$ cat src/hdl/lbc_pkg.sv
// Shared types, constants and a helper function for the card number Luhn classifier.
// No dependencies.
package lbc_pkg;

    localparam int IN_W          = 54;
    localparam int NUM_DIGITS    = 17;
    localparam int BITS_PER_STEP = 3;
    localparam int CONV_STEPS    = IN_W / BITS_PER_STEP;
    localparam int IDX_W         = 5;

    localparam logic [1:0] VERDICT_INVALID = 2'd0;
    localparam logic [1:0] VERDICT_BRAND1  = 2'd1;
    localparam logic [1:0] VERDICT_BRAND2  = 2'd2;
    localparam logic [1:0] VERDICT_BRAND3  = 2'd3;

    localparam logic [4:0] LEN_13 = 5'd13;
    localparam logic [4:0] LEN_15 = 5'd15;
    localparam logic [4:0] LEN_16 = 5'd16;
    localparam logic [4:0] LEN_17 = 5'd17;

    typedef enum logic [3:0] {
        ST_IDLE  = 4'b0001,
        ST_CONV  = 4'b0010,
        ST_DRAIN = 4'b0100,
        ST_DONE  = 4'b1000
    } t_state;

    typedef struct packed {
        logic clear;
        logic conv;
        logic drain;
    } t_cell_ctl;

    // doubled digit folded back to one digit
    function automatic logic [3:0] luhn_double(input logic [3:0] d);
        logic [3:0] r;
        unique case (d)
            4'd0:    r = 4'd0;
            4'd1:    r = 4'd2;
            4'd2:    r = 4'd4;
            4'd3:    r = 4'd6;
            4'd4:    r = 4'd8;
            4'd5:    r = 4'd1;
            4'd6:    r = 4'd3;
            4'd7:    r = 4'd5;
            4'd8:    r = 4'd7;
            4'd9:    r = 4'd9;
            default: r = 4'd0;
        endcase
        return r;
    endfunction

endpackage

$ cat src/hdl/lbc_cell.sv
// One decimal digit cell: three shift-add-3 steps per cycle during conversion,
// shifts its digit down the chain during drain. Depends on lbc_pkg.
module lbc_cell import lbc_pkg::*; (
    input  logic                     i_clk,
    input  t_cell_ctl                i_ctl,
    input  logic [BITS_PER_STEP-1:0] i_carry,
    output logic [BITS_PER_STEP-1:0] o_carry,
    input  logic [3:0]               i_up,
    output logic [3:0]               o_digit
);

    logic [3:0] r_digit;
    logic [3:0] n_digit;
    logic [3:0] v [0:BITS_PER_STEP];
    logic [3:0] a [0:BITS_PER_STEP-1];

    always_comb begin
        v[0] = r_digit;
        for (int k = 0; k < BITS_PER_STEP; k++) begin
            a[k]       = (v[k] >= 4'd5) ? (v[k] + 4'd3) : v[k];
            o_carry[k] = a[k][3];
            v[k+1]     = {a[k][2:0], i_carry[k]};
        end
    end

    always_comb begin
        priority if (i_ctl.clear) begin
            n_digit = 4'd0;
        end else if (i_ctl.conv) begin
            n_digit = v[BITS_PER_STEP];
        end else if (i_ctl.drain) begin
            n_digit = i_up;
        end else begin
            n_digit = r_digit;
        end
    end

    always_ff @(posedge i_clk) begin
        r_digit <= n_digit;
    end

    assign o_digit = r_digit;

endmodule

$ cat src/hdl/card_number_luhn_classifier_top.sv
// Card number Luhn classifier: 17-cell double-dabble chain, then drain with Luhn accumulation.
// Sequence: conversion in the chain, drain of the digits, then a done state that registers the o_valid strobe.
// A new transaction is accepted only while idle; busy stays high through conversion, drain and done.
// The receiver cannot stall; each result is shown for exactly one cycle.
// Reset: synchronous active-low i_rst_n returns control to idle and clears the strobe.
// Depends on lbc_pkg and lbc_cell.
module card_number_luhn_classifier_top import lbc_pkg::*; (
    input  logic            i_clk,
    input  logic            i_rst_n,
    input  logic            start,
    input  logic [IN_W-1:0] i_card_number,
    output logic            busy,
    output logic            o_valid,
    output logic [1:0]      o_verdict,
    output logic [4:0]      o_digit_count,
    output logic            o_checksum_ok
);

    t_state             r_state, n_state;
    logic [IDX_W-1:0]   r_idx;
    logic [IN_W-1:0]    r_bin;
    logic [3:0]         r_sum;
    logic [4:0]         r_count;
    logic [3:0]         r_lead1;
    logic [3:0]         r_lead_low;
    logic [3:0]         r_prev;
    t_cell_ctl          w_ctl;
    logic               w_accept;

    logic [BITS_PER_STEP-1:0] w_carry [0:NUM_DIGITS];
    logic [3:0]               w_digit [0:NUM_DIGITS];

    logic [3:0] w_d;
    logic [3:0] w_dd;
    logic [4:0] w_sum_raw;
    logic [3:0] w_sum_next;
    logic       w_ok;
    logic [1:0] w_verdict;

    assign busy     = (r_state != ST_IDLE);
    assign w_accept = start && !busy;

    assign w_ctl.clear = w_accept;
    assign w_ctl.conv  = (r_state == ST_CONV);
    assign w_ctl.drain = (r_state == ST_DRAIN);

    // MSB of the remaining binary enters first
    assign w_carry[0] = {<<{r_bin[IN_W-1 -: BITS_PER_STEP]}};
    assign w_digit[NUM_DIGITS] = 4'd0;

    for (genvar g = 0; g < NUM_DIGITS; g++) begin : g_cell
        lbc_cell u_cell (
            .i_clk   (i_clk),
            .i_ctl   (w_ctl),
            .i_carry (w_carry[g]),
            .o_carry (w_carry[g+1]),
            .i_up    (w_digit[g+1]),
            .o_digit (w_digit[g])
        );
    end

    assign w_d        = w_digit[0];
    assign w_dd       = r_idx[0] ? luhn_double(w_d) : w_d;
    assign w_sum_raw  = {1'b0, r_sum} + {1'b0, w_dd};
    assign w_sum_next = (w_sum_raw >= 5'd10) ? 4'(w_sum_raw - 5'd10) : w_sum_raw[3:0];

    always_comb begin
        n_state = r_state;
        unique case (r_state)
            ST_IDLE: begin
                if (start) n_state = ST_CONV;
            end
            ST_CONV: begin
                if (r_idx == IDX_W'(CONV_STEPS - 1)) n_state = ST_DRAIN;
            end
            ST_DRAIN: begin
                if (r_idx == IDX_W'(NUM_DIGITS - 1)) n_state = ST_DONE;
            end
            ST_DONE: begin
                n_state = ST_IDLE;
            end
            default: n_state = ST_IDLE;
        endcase
    end

    always_ff @(posedge i_clk) begin
        if (!i_rst_n) begin
            r_state <= ST_IDLE;
            r_idx   <= '0;
        end else begin
            r_state <= n_state;
            if (w_accept || (w_ctl.conv && r_idx == IDX_W'(CONV_STEPS - 1))) begin
                r_idx <= '0;
            end else if (w_ctl.conv || w_ctl.drain) begin
                r_idx <= r_idx + 1'b1;
            end
        end
    end

    always_ff @(posedge i_clk) begin
        if (w_accept) begin
            r_bin      <= i_card_number;
            r_sum      <= 4'd0;
            r_count    <= 5'd1;
            r_lead1    <= 4'd0;
            r_lead_low <= 4'd0;
            r_prev     <= 4'd0;
        end else if (w_ctl.conv) begin
            r_bin <= r_bin << BITS_PER_STEP;
        end else if (w_ctl.drain) begin
            r_sum  <= w_sum_next;
            r_prev <= w_d;
            if (w_d != 4'd0) begin
                r_count    <= 5'(r_idx) + 5'd1;
                r_lead1    <= w_d;
                r_lead_low <= r_prev;
            end
        end
    end

    assign w_ok = (r_sum == 4'd0);

    always_comb begin
        w_verdict = VERDICT_INVALID;
        priority if (!w_ok) begin
            w_verdict = VERDICT_INVALID;
        end else if (r_count == LEN_15 && r_lead1 == 4'd3
                     && (r_lead_low == 4'd4 || r_lead_low == 4'd7)) begin
            w_verdict = VERDICT_BRAND1;
        end else if ((r_count == LEN_13 || r_count == LEN_16) && r_lead1 == 4'd4) begin
            w_verdict = VERDICT_BRAND2;
        end else if (r_count == LEN_16 && r_lead1 == 4'd5
                     && r_lead_low >= 4'd1 && r_lead_low <= 4'd5) begin
            w_verdict = VERDICT_BRAND3;
        end else begin
            w_verdict = VERDICT_INVALID;
        end
    end

    always_ff @(posedge i_clk) begin
        if (!i_rst_n) begin
            o_valid <= 1'b0;
        end else begin
            o_valid <= (r_state == ST_DONE);
        end
    end

    always_ff @(posedge i_clk) begin
        if (r_state == ST_DONE) begin
            o_verdict     <= w_verdict;
            o_digit_count <= r_count;
            o_checksum_ok <= w_ok;
        end
    end

    a_strobe_single: assert property (@(posedge i_clk) disable iff (!i_rst_n)
        o_valid |=> !o_valid)
        else $error("result strobe held longer than one cycle");

    a_accept_busy: assert property (@(posedge i_clk) disable iff (!i_rst_n)
        (start && !busy) |=> busy)
        else $error("accepted transaction did not raise busy");

    a_count_range: assert property (@(posedge i_clk) disable iff (!i_rst_n)
        o_valid |-> (o_digit_count >= 5'd1 && o_digit_count <= LEN_17))
        else $error("digit count out of range");

    a_brand_needs_sum: assert property (@(posedge i_clk) disable iff (!i_rst_n)
        (o_valid && o_verdict != VERDICT_INVALID) |-> o_checksum_ok)
        else $error("brand given without a passing checksum");

endmodule
$ cat config.mk
export PLATFORM = sky130hd
export DESIGN_NAME = card_number_luhn_classifier_top
export DESIGN_NICKNAME = d
export VERILOG_FILES = /design/src/hdl/lbc_pkg.sv /design/src/hdl/lbc_cell.sv /design/src/hdl/card_number_luhn_classifier_top.sv
export SDC_FILE = /design/constraint.sdc
export NUM_CORES = 1
export LEC_CHECK = 0
export ABC_AREA = 1
export BUFFER_PORTS_ARGS = -buffer_cell sky130_fd_sc_hd__buf_4
export CAP_MARGIN = 10
export CORE_ASPECT_RATIO = 1.4
export CORE_MARGIN = 4
export CORE_UTILIZATION = 33
export CTS_CLUSTER_SIZE = 40
export DETAILED_ROUTE_END_ITERATION = 8
export PLACE_DENSITY = 0.54
export SLEW_MARGIN = 20
export SYNTH_ARGS = -nofsm -noshare
export SYNTH_HDL_FRONTEND = slang
export SYNTH_HIERARCHICAL = 1
export SYNTH_SLANG_ARGS = --single-unit
$ cat constraint.sdc
create_clock -name i_clk -period 3.6 [get_ports i_clk]
set_input_delay 0.18 -clock i_clk [delete_from_list [all_inputs] [get_ports i_clk]]
set_output_delay 0.18 -clock i_clk [all_outputs]
set_load 0.1 [all_outputs]
### Yosys cells after proc, flatten, opt, wreduce, memory -nomap -nowiden

Memories as Yosys holds them, arrays and structs flattened. A register that Yosys moved wholly into a read port is not among the register bits.
Cells that the tools add are included.
W data, S select, Z words.

* add/subtract/negate cells: 54
* $lt $le $gt $ge: 54
* equality and inequality tests: 18
* mux-type cells: 98
* bitwise logic cells: 3
* reduce and logical (&&, ||, !) cells: 22

Operator list (number)
* $mux W4: 89
* $ge A4 B3 Y1 const B: 51
* $add A4 B2 Y4 const B: 48
* $mux W54: 2
* $eq A4 B3 Y1 const B: 5
* $eq A5 B5 Y1 const B: 3
* $pmux W4 S3: 1
* $eq A5 B4 Y1 const B: 2
* $add A3 B2 Y3 const B: 3
* $mux W3: 3
* $eq A4 B2 Y1 const B: 2
* $logic_and A1 B1 Y1: 8
* $reduce_and A3 Y1: 2
* $add A4 B4 Y5: 1
* $add A5 B1 Y5 const B: 1
* $ge A5 B4 Y1 const B: 1
* $eq A4 B1 Y1 const B: 1
* $eq A4 B4 Y1 const B: 1
* $ge A4 B1 Y1 const B: 1
* $le A4 B3 Y1 const B: 1
* $logic_not A4 Y1: 1
* $logic_or A1 B1 Y1: 4
* $mux W2: 2
* $ne A2 B1 Y1 const B: 2
* other kinds (10): 14

* register bits: 161
* ROM bits: 64
* input port bits: 57
* output and inout bits: 10
* word-level logic and storage cells: 280
* memories: 1

Memories
* (no name shown): words 16, bits a word 4, rd ports 1, clocked after memory_dff 1, write ports 0, RTL line lbc_pkg.sv:37 `unique case (d)`

### Depth between registers and ports, before layout

Gate-level depths: netlist (run 1).

* depth in word-level cells: 9
* depth in mapped cells: 24
* gate-level depth less buffers: 24

### By module

Netlist (run 1), hierarchy kept.

Modules (own cells, without submodules)
* lbc_cell at g_cell[0].u_cell ...: times used 16, cells an instance 84, area each 551.8 µm², sequential area each 80.1 µm²
* card_number_luhn_classifier_top: times used 1, cells an instance 479, area each 4239.1 µm², sequential area each 2482.4 µm²
* lbc_cell at g_cell[8].u_cell: times used 1, cells an instance 85, area each 560.5 µm², sequential area each 80.1 µm²

### Worst setup path after synthesis (run 1)

OpenSTA, ideal clock, no wires.

* path kind: reg-to-reg
* from: register r_state[2]
* to: register r_bin[0], enable pin
* library setup time: 0.413 ns
* arrival time: 2.779 ns
* path slack: 0.408 ns
* stages on the path, launching flop included: 7
* buffers on the path: 1
* path through: dfxtp_1 -> nor2_2 -> nand3_2 -> nor2_4 -> inv_2 -> clkbuf_1 -> nand2_1

* cells in the longest elaborated chain, start to end: 4
* elaborated cells on any way between the ends: 5
* those cells by class: eq/ne: 2; reduce/logical: 3

RTL lines
* from (decl): RTL line card_number_luhn_classifier_top.sv:19 `t_state r_state, n_state;`
* from (signal assigned): RTL line card_number_luhn_classifier_top.sv:91 `r_state <= n_state;`
* $ne A4 B1 Y1: RTL line card_number_luhn_classifier_top.sv:40 `assign busy = (r_state != ST_IDLE);`
* net busy: RTL line card_number_luhn_classifier_top.sv:12 `output logic busy,`
* $logic_not A1 Y1: RTL line card_number_luhn_classifier_top.sv:41 `assign w_accept = start && !busy;`
* $logic_and A1 B1 Y1: RTL line card_number_luhn_classifier_top.sv:41
* $reduce_bool A2 Y1 (no line)
* to (signal assigned): RTL line card_number_luhn_classifier_top.sv:102 `r_bin <= i_card_number;`
* to (signal assigned): RTL line card_number_luhn_classifier_top.sv:109 `r_bin <= r_bin << BITS_PER_STEP;`
* to (decl): RTL line card_number_luhn_classifier_top.sv:21 `logic [IN_W-1:0] r_bin;`

The timed path passes the listed nets, and every way through them passes these cells.
A chain may end at the register's enable or synchronous reset.

==> results of run 1 <==
==> routing by layer <==
metal / vias to the layer above / routed length [um] / track usage [%]
met1: 5611 / 13200 / 15.8
met5: - / 0 / 0
met2: 139 / 16500 / 27.0
met4: 0 / 505 / 4.37
met3: 34 / 764 / 2.12
li1: 6494 / - / -
==> repair_timing <==
action,CTS,global route
resized for setup,0,15
setup buffers,0,0
hold endpoints to repair,36,0
hold buffers,36,0
endpoints found under the setup margin,0,18
==> worst reg2reg max path, delay by kind of cell (launching register included) <==
family | cells | cell delay, ns
fa+ha+maj | 3 | 0.72
flops | 1 | 0.38
buf+inv | 5 | 0.49
compound gates | 5 | 0.82
simple gates | 9 | 0.78
==> registers in the layout, indices dropped and copies added (netlist names) <==
| name | count |
|---|---|
| o_digit_count | 5 |
| r_state | 4 |
| o_verdict | 2 |
| r_lead1 | 4 |
| r_bin | 54 |
| r_sum | 4 |
| o_checksum_ok | 1 |
| g_cell.u_cell/o_digit | 68 |
| r_idx | 5 |
| r_count | 5 |
| r_lead_low | 4 |
| o_valid | 1 |
| r_prev | 4 |
==> power by group through the flow <==
| stage | Sequential, mW | Combinational, mW | Clock, mW |
|---|---|---|---|
| global placement | 2.27 | 2.79 | 0 |
| floorplan | 2.23 | 2.31 | 0 |
| global route | 2.26 | 3.30 | 1.87 |
| detailed placement | 2.28 | 2.86 | 0 |
| CTS | 2.24 | 2.91 | 1.79 |
| finish | 2.24 | 2.89 | 1.73 |
==> worst paths after layout <==
kind | from | to | slack [ns] | cells after the start
setup reg to reg | g_cell[8].u_cell/o_digit[0] | g_cell[10].u_cell/o_digit[1] | 0.35 | 22
hold reg to reg | r_count[4] | o_digit_count[4] | 0.46 | 0
setup / recovery | g_cell[8].u_cell/o_digit[0] | g_cell[10].u_cell/o_digit[1] | 0.35 | 22
hold / removal | i_card_number[34] | r_bin[34] | 0.02 | 3
==> layout make-up <==
type | instances | area [um^2] | share of cell area [%]
inverter | 321 | 1200 | 7.64
timing repair buffer | 118 | 1010 | 6.42
clock buffer | 24 | 472 | 2.99
tap | 534 | 668 | 4.24
sequential | 161 | 3850 | 24.4
clock inverter | 8 | 81.3 | 0.516
multi-input combinational | 1401 | 8490 | 53.8
==> per-stage QoR <==
step / instance area (um^2) / power (mW) / cells / utilization, %
6_report: 15800 / 6.86 / 2567 / 39.0
5_1_grt: 15800 / 7.43 / 2567 / 39.0
4_1_cts: 15700 / 6.94 / 2567 / 38.9
3_5_place_dp: 14800 / 5.14 / 2499 / 36.6
3_3_place_gp: 14800 / 5.07 / 2499 / 36.6
2_1_floorplan: 13600 / 4.54 / 1899 / -
==> results.cfg, run 1 <==
[finish]
final_layout_size_suffix_gt1_share_pct = 19.9
final_common_cell = nand2_1
n_antenna_cell = 0
num-nets-final = 2188
syn_to_final_growth_pct = 16.3
nFillCells = 4258
final_cell_mix = 462 x nand2_1, 281 x inv_1, 135 x nand3_1

[timing]
hold_viol = 0
fmax_ghz = 0.308
fin_crit_ns = 3.25
tightest_slew_ns = 0.865
hold_slack_ns = 0.0177
drv_slew = 0
fin_skew_ns = 0.0140
setup_viol = 0
rsz0062_at_grt = no
setup-tns-final_ns = 0
worst_slack_ns = 0.350
worst_slew_margin_rel_pct = 42.3
post-route-period-util_pct = 90.3

[setup_path]
cpLargestDelayFamily = compound AO/OA/AOI/OAI gates
worstSetupEndpointType = flip-flop
cp.arrival_ns = 3.62
critPathLaunchType = flip-flop
required_ns = 3.97
worstPathCellList = inv_1 -> ha_1 -> inv_1 -> nand2_2 -> a21oi_1 -> nand2_1 -> o21ai_1 -> inv_1 -> ha_1 -> inv_1 -> or2_1 -> a31oi_1 -> a21oi_1 -> inv_1 -> ha_1 -> nand2_1 -> nand3_1 -> nand2_1 -> nand2_1 -> nand3_1 -> nand2_1 -> a21oi_2
critical_path_class = reg -> reg
max_stage_delay_ns = 0.38
critPathMaxFanout = 5
critPathSlowestCell = dfxtp_1
path_buf_inv = 5

[global_routing]
grt_max_degree = 97
grt_pass1_wl_um = 52500
grt_overflow_total = 0
grt_usage_pct = 14.1
antenna_found_initial = 0
grt_pass1_vias = 11800

[run]
maxCapViolations = 0

[cts]
insertion_delay_ns = 0.45
htree_levels = 4
cts-root-buf = clkbuf_16
clk_pin_slew_ns = 0.07
clock_sinks = 161
cts_tree = done
clockBufferDepth = 2
numCtsBuffers = 17

[route]
dr.pass1.iters = 5
drc = 0
viasPerCell = 4.78
ant_nets = 0
wl_um = 31000
wire_per_inst_um = 12.1
vias = 12300
drt_iter0_drc = 503

[pwr]
power.density_nw_per_um2 = 435
vdd_drop_max_v = 0.000334
netSwitchingPower_mw = 2.69
leakage_nw = 7.41
power.internal_mw = 4.17
power_frac_seq_pct = 32.6
p_clk_share_pct = 25.3
p_sw_share_pct = 39.2
p_comb_share_pct = 42.1

[floorplan]
io_pins = 67
rows = 87
die_area_um2 = 44500
die_h_um = 248
start_util_pct = 33.5
core_region_area_um2 = 40500
die_w_um = 179

[place]
port_buffers = 66
pre_cts_ws_ns = 0.232
dp_hpwl_um = 23600
gp_congestion = 0.835

[status]
status = finished clean

[yosys]
yosys_warnings = 6
syn_area_um2 = 13600
synth_area_per_cell_um2 = 7.16
syn-instance-count = 1896

[min_path]
min-delay-path-class = in -> reg
Note: power is estimated with default switching activity, not from simulation.
==> run 2: changes to the inputs <==
- CORE_UTILIZATION: 33 -> 45
- PLACE_DENSITY: 0.54 -> 0.68
==> run 2 against run 1 <==
Fmax down 1.3%; non-clock buffer count shrank 33; setup slack worse by 0.042 ns; register-to-register slack worse by 0.04 ns; cell count fell by 7.1%; global-route usage is 3.9 points higher; sequential share of layout area is 0.72 points higher; combinational power shrank 1%; sequential power about the same; clock power is 6% higher; core utilization increased by 12 points; critical path depth grew 2; highest routed layer unchanged.
==> results.cfg, run 2 (synthesized netlist as in run 1, its figures left out) <==
[place]
dp_hpwl_um = 22700
gp_congestion = 0.862
dp.cells = 2349
pre_cts_ws_ns = 0.221
port_buffers = 66

[setup_path]
r2r_cells = 24
reg2reg_from = g_cell[1].u_cell/o_digit[1]
cp.arrival_ns = 3.59
required_ns = 3.90
critPathLaunchType = flip-flop
reg2reg_slack_ns = 0.31
r2r_end = g_cell[2].u_cell/o_digit[1]
critical_path_class = reg -> reg
worstSetupEndpointType = flip-flop
critPathMaxFanout = 5

[route]
wire_per_inst_um = 12.3
dr.pass1.iters = 5
drc = 0
drt_iter0_drc = 493
ant_nets = 0
viasPerCell = 5.13
wl_um = 29300
vias = 12200

[cts]
clock_sinks = 161
htree_levels = 4
clk_pin_slew_ns = 0.06
cts-root-buf = clkbuf_16
postCtsSetupBuffers = 0
clockBufferDepth = 2
numCtsBuffers = 17
insertion_delay_ns = 0.43
cts_tree = done

[floorplan]
die_w_um = 155
die_h_um = 213
core_region_area_um2 = 29800
rows = 75
start_util_pct = 45.5
die_area_um2 = 33000
io_pins = 67

[global_routing]
grt_usage_pct = 18.0
grt_max_degree = 67
grt_pass1_wl_um = 51100
antenna_found_initial = 0
grt_pass1_vias = 11900
grt_overflow_total = 0

[timing]
fin_crit_ns = 3.29
setup_viol = 0
worst_slack_ns = 0.308
hold_viol = 0
fin_skew_ns = 0.00641
post-route-period-util_pct = 91.4
fmax_ghz = 0.304
hold_slack_ns = 0.0154
worst_slew_margin_rel_pct = 55.3
tightest_slew_ns = 0.669
setup-tns-final_ns = 0
drv_slew = 0

[finish]
nFillCells = 2982
multi_input_area_um2 = 8510
final_cell_count_no_fill = 2385
register_area_um2 = 3850
final_common_cell = nand2_1
final_layout_size_suffix_gt1_share_pct = 20.6
n_antenna_cell = 0
num-nets-final = 2155
syn_to_final_growth_pct = 12.9
largest_reg_flops = 68
final_cell_mix = 462 x nand2_1, 281 x inv_1, 135 x nand3_1

[status]
status = finished clean

[pwr]
p_total_mw = 6.93
vdd_drop_max_v = 0.000402
leakage_nw = 7.31
power.density_nw_per_um2 = 452

[min_path]
min_to = r_bin[38]
worstHoldStart = i_card_number[38]
hold_path_depth = 3
min-delay-path-class = in -> reg

[run]
maxCapViolations = 0
run 2: changes by cell type in the layout (fill, tap and decap cells not counted), moves of 2 or more:
cell,before,now
clkinvlp_4,4,1
clkbuf_1,5,1
o21ai_0,98,96
o21ai_2,1,3
clkinv_4,1,3
dlygate4sd3_1,36,4
inv_6,1,5
clkbuf_16,17,19
run 2: what timing repair did:
action | 4_1_cts | 5_1_grt
resized for setup | 0 | 21
hold buffers | 4 | 0
setup endpoints to repair | 0 | 22
hold endpoints to repair | 4 | 0
run 2: critical path, stage by stage (launching register included):
cell	delay (ns)
dfxtp_1	0.45
inv_1	0.14
ha_1	0.21
inv_1	0.07
nand2_2	0.08
a21oi_1	0.15
nand2_1	0.06
o21ai_0	0.21
inv_1	0.13
ha_1	0.25
inv_1	0.09
or2_1	0.14
nand3_2	0.09
nand2_2	0.10
xor2_2	0.17
inv_2	0.07
ha_1	0.18
inv_1	0.05
nand2_1	0.06
nand3_1	0.12
nand2_1	0.08
nand2_1	0.06
nand3_1	0.06
nand2_1	0.10
a21oi_2	0.05
run 2: through the flow:
stage	instance area [um^2]	util [%]
3_3_place_gp	14600	49.0
3_5_place_dp	14600	49.0
5_1_grt	15300	51.4
6_report	15300	51.4
2_1_floorplan	13600	-
4_1_cts	15300	51.1
run 2: metal layers:
| metal | wire length (um) | GRT usage, % | vias up |
|---|---|---|---|
| met4 | 651 | 5.51 | 0 |
| met2 | 15600 | 34.5 | 148 |
| met1 | 12200 | 20.1 | 5614 |
| met5 | 0 | 0 | - |
| met3 | 872 | 3.07 | 51 |
| li1 | - | - | 6425 |
run 2: final cells by class:
cell class | count | share of cell area, %
multi-input cells | 1401 | 55.5
flip-flops and latches | 161 | 25.1
inverters | 321 | 7.86
repair buffers | 85 | 4.39
clock buffers | 21 | 3.22
well taps | 385 | 3.14
clock inverters | 11 | 0.735
run 2: power by group:
part	internal (mW)	switching (mW)
Clock	1.07	0.774
Sequential	2.10	0.140
Combinational	1.06	1.79
run 2: how the worst max path moves through the flow:
stage | slack (ns) | cells after the start | end | from
2_1_floorplan | 0.41 | 6 | r_bin[0] | r_state[2]
3_3_place_gp | 0.31 | 21 | g_cell[9].u_cell/o_digit[1] | g_cell[7].u_cell/o_digit[0]
3_5_place_dp | 0.22 | 21 | g_cell[9].u_cell/o_digit[1] | g_cell[7].u_cell/o_digit[0]
4_1_cts | 0.20 | 22 | g_cell[9].u_cell/o_digit[1] | g_cell[7].u_cell/o_digit[0]
5_1_grt | -0.02 | 24 | g_cell[5].u_cell/o_digit[1] | g_cell[4].u_cell/o_digit[0]
6_report | 0.31 | 24 | g_cell[2].u_cell/o_digit[1] | g_cell[1].u_cell/o_digit[1]
